### config.mk
export PLATFORM = sky130hd
export DESIGN_NAME = base64_line_wrapping_encoder_core
export DESIGN_NICKNAME = d
export VERILOG_FILES = /design/src/hw/rtl/b64lw_pkg.sv /design/src/hw/rtl/base64_line_wrapping_encoder_core.sv /design/src/hw/rtl/b64lw_encode.sv
export SDC_FILE = /design/constraint.sdc
export NUM_CORES = 1
export LEC_CHECK = 0
export CAP_MARGIN = 20
export CORE_MARGIN = 2
export CORE_UTILIZATION = 30
export CTS_BUF_LIST = sky130_fd_sc_hd__clkbuf_2 sky130_fd_sc_hd__clkbuf_4 sky130_fd_sc_hd__clkbuf_8
export DETAILED_ROUTE_END_ITERATION = 8
export DONT_BUFFER_PORTS = 1
export REMOVE_ABC_BUFFERS = 1
export SYNTH_ARGS = -nofsm -noshare
export SYNTH_HDL_FRONTEND = slang
export SYNTH_SLANG_ARGS = --single-unit
### constraint.sdc
create_clock -name clk_i -period 5.23 [get_ports clk_i]
set_clock_uncertainty 0.2 [all_clocks]
set_input_delay 0.523 -clock clk_i [delete_from_list [all_inputs] [get_ports clk_i]]
set_output_delay 0.523 -clock clk_i [all_outputs]
set_load 0.05 [all_outputs]
### src/hw/rtl/b64lw_pkg.sv
package b64lw_pkg;

  localparam int unsigned ByteW    = 8;
  localparam int unsigned SextetW  = 6;
  localparam int unsigned MaxItems = 4;
  localparam int unsigned CountW   = $clog2(MaxItems + 1);

  localparam logic [ByteW-1:0] NlChar      = 8'h0A;
  localparam logic [ByteW-1:0] LineLenRst  = 8'd72;

  typedef enum logic [1:0] {
    PH_FIRST  = 2'd0,
    PH_SECOND = 2'd1,
    PH_THIRD  = 2'd2,
    PH_SPARE  = 2'd3
  } phase_e;

  typedef struct packed {
    logic [ByteW-1:0] col;
    logic [3:0]       left;
    phase_e           phase;
  } enc_state_t;

  typedef struct packed {
    logic [MaxItems-1:0][ByteW-1:0] chars;
    logic [CountW-1:0]              count;
    enc_state_t                     nxt;
  } enc_out_t;

  function automatic logic [ByteW-1:0] b64_char(input logic [SextetW-1:0] s);
    logic [ByteW-1:0] v;
    v = {2'b00, s};
    if (s < 6'd26) begin
      return 8'h41 + v;
    end else if (s < 6'd52) begin
      return 8'h61 + v - 8'd26;
    end else if (s < 6'd62) begin
      return 8'h30 + v - 8'd52;
    end else if (s == 6'd62) begin
      return 8'h2B;
    end else begin
      return 8'h2F;
    end
  endfunction

endpackage

### src/hw/rtl/base64_line_wrapping_encoder_core.sv
// Base64 encoder with line wrapping.
// Input stream: one raw byte per request on s_axis_tdata, s_axis_tlast marks the
// final byte of a stream, which flushes the partial sextet zero-filled (no padding).
// Output stream: one ASCII character per request on m_axis_tdata; a newline 0x0A
// follows whenever the column count reaches line_length_i's stored value.
// m_axis_tlast marks the last character produced by an input byte.
// Each input byte yields one to four characters, written into a four-entry output
// buffer the cycle it is accepted; the first character is valid the next cycle.
// The buffer drains one character per cycle while m_axis_tready is high, and an input
// byte occupies the block until all of its characters have been taken.
// A new byte is taken while the last buffered character is being taken.
// If the receiver stalls, the buffer holds and s_axis_tready stays low while any
// character is pending and not being taken.
// Reset clears phase, leftover bits, column count and buffer count, and sets the line
// length to 72. line_length_we_i writes the length; write it only when idle.
module base64_line_wrapping_encoder_core (
  input  logic       clk_i,
  input  logic       rst_ni,
  input  logic       line_length_we_i,
  input  logic [7:0] line_length_i,
  input  logic       s_axis_tvalid,
  output logic       s_axis_tready,
  input  logic [7:0] s_axis_tdata,   // [7:0] data_byte
  input  logic       s_axis_tlast,   // final_byte
  output logic       m_axis_tvalid,
  input  logic       m_axis_tready,
  output logic [7:0] m_axis_tdata,   // [7:0] out_char
  output logic       m_axis_tlast    // run_last
);
  import b64lw_pkg::*;

  logic [ByteW-1:0]               len_q;
  enc_state_t                     st_q, st_d;
  logic [MaxItems-1:0][ByteW-1:0] buf_q, buf_d;
  logic [CountW-1:0]              cnt_q, cnt_d;
  enc_out_t                       enc;
  logic                           in_acc, out_acc;

  b64lw_encode u_encode (
    .data_byte_i  (s_axis_tdata),
    .final_byte_i (s_axis_tlast),
    .line_length_i(len_q),
    .state_i      (st_q),
    .enc_o        (enc)
  );

  assign m_axis_tvalid = (cnt_q != '0);
  assign m_axis_tdata  = buf_q[0];
  assign m_axis_tlast  = (cnt_q == CountW'(1));
  assign out_acc       = m_axis_tvalid && m_axis_tready;
  assign s_axis_tready = (cnt_q == '0) || (m_axis_tlast && m_axis_tready);
  assign in_acc        = s_axis_tvalid && s_axis_tready;

  always_comb begin
    st_d  = st_q;
    buf_d = buf_q;
    cnt_d = cnt_q;
    if (in_acc) begin
      st_d  = enc.nxt;
      buf_d = enc.chars;
      cnt_d = enc.count;
    end else if (out_acc) begin
      for (int i = 0; i < MaxItems - 1; i++) begin
        buf_d[i] = buf_q[i+1];
      end
      cnt_d = cnt_q - CountW'(1);
    end
  end

  always_ff @(posedge clk_i or negedge rst_ni) begin
    if (!rst_ni) begin
      len_q <= LineLenRst;
      st_q  <= '{col: '0, left: '0, phase: PH_FIRST};
      cnt_q <= '0;
    end else begin
      if (line_length_we_i) begin
        len_q <= line_length_i;
      end
      st_q  <= st_d;
      cnt_q <= cnt_d;
    end
  end

  always_ff @(posedge clk_i) begin
    buf_q <= buf_d;
  end

  a_cnt_max: assert property (@(posedge clk_i) disable iff (!rst_ni)
    cnt_q <= CountW'(MaxItems))
    else $error("output buffer count out of range");

  a_acc_fill: assert property (@(posedge clk_i) disable iff (!rst_ni)
    in_acc |=> m_axis_tvalid)
    else $error("accepted byte produced no character");

  a_no_overrun: assert property (@(posedge clk_i) disable iff (!rst_ni)
    in_acc |-> (cnt_q == '0 || (cnt_q == CountW'(1) && out_acc)))
    else $error("byte accepted over pending characters");

  a_phase_flush: assert property (@(posedge clk_i) disable iff (!rst_ni)
    (in_acc && s_axis_tlast) |=> (st_q.phase == PH_FIRST && st_q.left == 4'd0))
    else $error("final byte did not clear phase");

endmodule

### src/hw/rtl/b64lw_encode.sv
module b64lw_encode (
  input  logic [7:0]             data_byte_i,
  input  logic                   final_byte_i,
  input  logic [7:0]             line_length_i,
  input  b64lw_pkg::enc_state_t  state_i,
  output b64lw_pkg::enc_out_t    enc_o
);
  import b64lw_pkg::*;

  logic [SextetW-1:0] sx0, sx1;
  logic               two;
  logic [3:0]         left_nxt;
  phase_e             phase_nxt;
  logic [ByteW-1:0]   c1, c2, col_mid;
  logic               nl0, nl1;
  logic [CountW-1:0]  n;

  always_comb begin
    sx0       = data_byte_i[7:2];
    sx1       = {state_i.left[1:0] & 2'b00, 4'b0000};
    two       = final_byte_i;
    left_nxt  = {2'b00, data_byte_i[1:0]};
    phase_nxt = PH_SECOND;
    unique case (state_i.phase)
      PH_SECOND: begin
        sx0       = {state_i.left[1:0], data_byte_i[7:4]};
        sx1       = {data_byte_i[3:0], 2'b00};
        two       = final_byte_i;
        left_nxt  = data_byte_i[3:0];
        phase_nxt = PH_THIRD;
      end
      PH_THIRD: begin
        sx0       = {state_i.left, data_byte_i[7:6]};
        sx1       = data_byte_i[5:0];
        two       = 1'b1;
        left_nxt  = 4'd0;
        phase_nxt = PH_FIRST;
      end
      default: begin
        sx0       = data_byte_i[7:2];
        sx1       = {data_byte_i[1:0], 4'b0000};
        two       = final_byte_i;
        left_nxt  = {2'b00, data_byte_i[1:0]};
        phase_nxt = PH_SECOND;
      end
    endcase
    if (final_byte_i) begin
      left_nxt  = 4'd0;
      phase_nxt = PH_FIRST;
    end
  end

  always_comb begin
    c1      = state_i.col + 8'd1;
    nl0     = (c1 >= line_length_i);
    col_mid = nl0 ? 8'd0 : c1;
    c2      = col_mid + 8'd1;
    nl1     = (c2 >= line_length_i);
  end

  always_comb begin
    enc_o       = '0;
    n           = '0;
    enc_o.chars[n[1:0]] = b64_char(sx0);
    n           = n + 3'd1;
    if (nl0) begin
      enc_o.chars[n[1:0]] = NlChar;
      n = n + 3'd1;
    end
    if (two) begin
      enc_o.chars[n[1:0]] = b64_char(sx1);
      n = n + 3'd1;
      if (nl1) begin
        enc_o.chars[n[1:0]] = NlChar;
        n = n + 3'd1;
      end
    end
    enc_o.count     = n;
    enc_o.nxt.left  = left_nxt;
    enc_o.nxt.phase = phase_nxt;
    if (two) begin
      enc_o.nxt.col = nl1 ? 8'd0 : c2;
    end else begin
      enc_o.nxt.col = col_mid;
    end
  end

endmodule
==> parameters.txt <==
Parameter                              Value

Floorplanning
  FP Rows ... 43
  Core box area ... between 10000 and 15000 um2
  Die X ... 124 um
  Total Die Area ... 15300 um2
  Initial core utilization ... 0.308
  Overall die height ... around 120 um
  Number of top-level pins ... 33

Clock network
  Number of buffers on the longest clock path ... 2
  Clock Sink Count ... 50
  TritonCTS clock tree ... done
  H-tree level count ... 2
  Number of CTS-inserted buffers ... 5
  Insertion delay of the later-clocked pin in the worst-skew pair ... 330 ps
  Clock root cell ... clkbuf_8
  Clock-pin transition on the worst setup and hold timing paths ... 90 ps

Setup path
  Arrival time at the worst endpoint ... between 4000 and 5000 ps
  Maximum fanout along the worst path ... 8
  Critical setup path kind ... register to register
  Top cell family by delay on the critical path ... simple AND/OR/NAND/NOR gates
  Startpoint type of the worst setup path ... register
  Critical path required time ... about 5200 ps
  Most repeated library cell on the critical path ... ha_1
  CP max stage cell ... dfrtp_2
  Ordered cell list for the critical path ... nand3_2, nor3_1, xor2_1, ha_1, a41o_1, a21oi_2, o31ai_2, nor2_1, ha_1, o21ai_0, nor3_2, xnor2_1, nor2_1, ha_1, and3_1, nand3_1, a21oi_1, nor4_1, buf_4, inv_1, ha_1, and2_1, o21ai_0, a22oi_1
  Worst setup EP type ... register
  Stage delay of the slowest cell on the critical path ... 450 ps
  CP bufs+invs ... 2

Synthesis
  Number of warnings issued by yosys ... 0
  Distinct cell type count after synthesis ... 73
  Dominant register cell in the synthesized netlist ... edfxtp_1
  Async set-reset flop share out of synthesis ... 0.500
  Gate count of the mapped netlist ... 483
  Synthesized area ... roughly 4300 um2
  Syn Area/Cell ... 8.90 um2
  Sequential share of the synthesized area ... 0.321
  Number of enable flip-flop cells after synthesis ... 25
  Flops & latches, synth ... 50

Global routing
  Initial antenna violation count ... 0
  Via count of the first global-routing pass ... 3471
  Global-route wire length before repair ... 16600 um
  Pin count of the biggest net entering global routing ... 39
  Aggregate global routing overflow ... 0
  Global-route usage over all layers ... 0.138

Routing
  Pre-Repair DR Iteration Count ... 5
  Via/cell ratio ... between 5 and 6
  Remaining DRCs ... 0
  Sum of routed wire length over all layers ... ~10000 um
  Number of DRC markers after the initial detailed-route iteration ... 277
  Average detailed-routed wire length per instance ... 15.2 um
  Via total after detailed routing ... 3479
  Routed Antenna Nets ... 0

STA
  Transition time at the pin with the least slew margin ... 1040 ps
  Final hold violation count ... 0
  Total setup violations reported at the end of the flow ... 0
  Fmax ... about 200 MHz
  RSZ-0062 raised after global routing ... no
  Part of the cycle the worst path needs ... 0.951
  Time the final worst path needs with I/O delays and setup ... around 5000 ps
  Max Slew Vio Count ... 0
  Relative max-transition margin ... 0.307
  Setup TNS ... 0 ps
  Final worst slack ... 259 ps

Finish
  Growth of design area from synthesis to finish ... 5.82%
  Fraction of layout cells with a size suffix above 1 ... 0.124
  Post-layout util ... 0.326
  Commonest cells after routing, fill and taps aside ... 52 x nand2_1, 44 x ha_1, 38 x nor2_1, 35 x inv_1, 35 x o21ai_0
  Count of inserted antenna diode cells ... 0
  Final layout net count ... 540
  Most common cell after layout, fill and taps aside ... nand2_1

Placement
  DPL Wire Length ... 7320 um
  Post-placement setup slack ... 169 ps
  Final weighted congestion in routability-driven placement ... roughly 0.95
  Port Buffer Count ... 0

Pwr
  Leakage ... 1.87 nW
  Design Power ... 2.68 mW
  Power density over the cells ... just under 600 nW/um2
  Worst-case vdd ir drop ... 270 uV

Run
  Count of maximum capacitance violations ... 0

Run status
  Status ... completed

Min path
  Type of the tightest min-delay check ... primary input to register
sequential cells by signal (all words and copies together), names as in the netlist:
register / count
len_q: 8
cnt_q: 3
buf_q: 17
m_axis_tdata: 8
st_q: 14
area by class of cell:
class / count / area, um2
fill: 1418 / 9390
multi-input combinational: 367 / 2590
sequential: 50 / 1380
tap: 180 / 225
inverter: 36 / 135
timing repair buffer: 13 / 113
clock buffer: 8 / 97.6
synth_stat cells, types with 5 or more instances:
cell type  count  area share
inv_1         35       0.031
nor2_1        38       0.033
clkbuf_1       7      0.0061
dfrtp_1       23        0.13
buf_4         13       0.023
a21oi_1       19       0.022
a22oi_1        9       0.016
xnor2_1       12       0.024
o21ai_2        5       0.010
nand3_1       16       0.019
nor3_1        10       0.012
a221oi_1       5       0.010
nor2b_1        8       0.012
edfxtp_1      25        0.17
a31oi_1       13       0.019
o21ai_0       36       0.042
ha_1          45        0.13
nand2_1       52       0.045
xor2_1         7       0.014
and2_1         5      0.0073
logic make-up (layout without fill, tap and decap cells):
group                      count (synthesis)  in the layout  share of synthesized area
AOI/OAI and AO/OA                        136            136                      0.229
xor gates and xnor gates                  20             20                     0.0425
adders and majority gates                 45             45                      0.131
buffers and inverters                     66             57                     0.0769
DFF                                       50             50                      0.321
muxes                                      6              6                     0.0148
and+or+nand+nor                          160            160                      0.185
per-stage QoR:
stage                     hold slack, ps  std cells  cell area (um2)
after floorplan                     27.4        453             4100
after global placement              28.2        643             4400
after detailed placement            28.1        643             4400
after CTS                           23.0        653             4530
after global routing                26.8        654             4550
final                               42.7        654             4550
layer usage:
| layer | up-vias | routed length, um | global-route usage |
|---|---|---|---|
| met2 | 100 | 4740 | 0.229 |
| met4 | 0 | 295 | 0.0653 |
| met3 | 26 | 358 | 0.0288 |
| met1 | 1633 | 4580 | 0.170 |
| li1 | 1720 | - | - |
| met5 | - | 0 | 0 |
worst paths after layout:
check	start	end	slack [ps]	cells after the start
max	st_q[9]	cnt_q[2]	260	24
min	line_length_we_i	len_q[3]	40	1
max reg2reg	st_q[9]	cnt_q[2]	260	24
min reg2reg	st_q[5]	st_q[5]	300	2
max in group asynchronous	rst_ni	len_q[6]	4180	2
min in group asynchronous	rst_ni	len_q[2]	420	2
where the power goes:
part | internal [mW] | total [mW] | switching (mW)
Sequential | 0.543 | 0.686 | 0.142
Combinational | 0.657 | 1.74 | 1.09
Clock | 0.119 | 0.256 | 0.137
timing repair:
action	in CTS	in global routing
gates resized for setup	0	6
buffers inserted	0	1
hold buffers	2	0
setup endpoints to repair	0	6
hold endpoints to repair	25	0
Note: power is estimated with default switching activity, not from simulation.
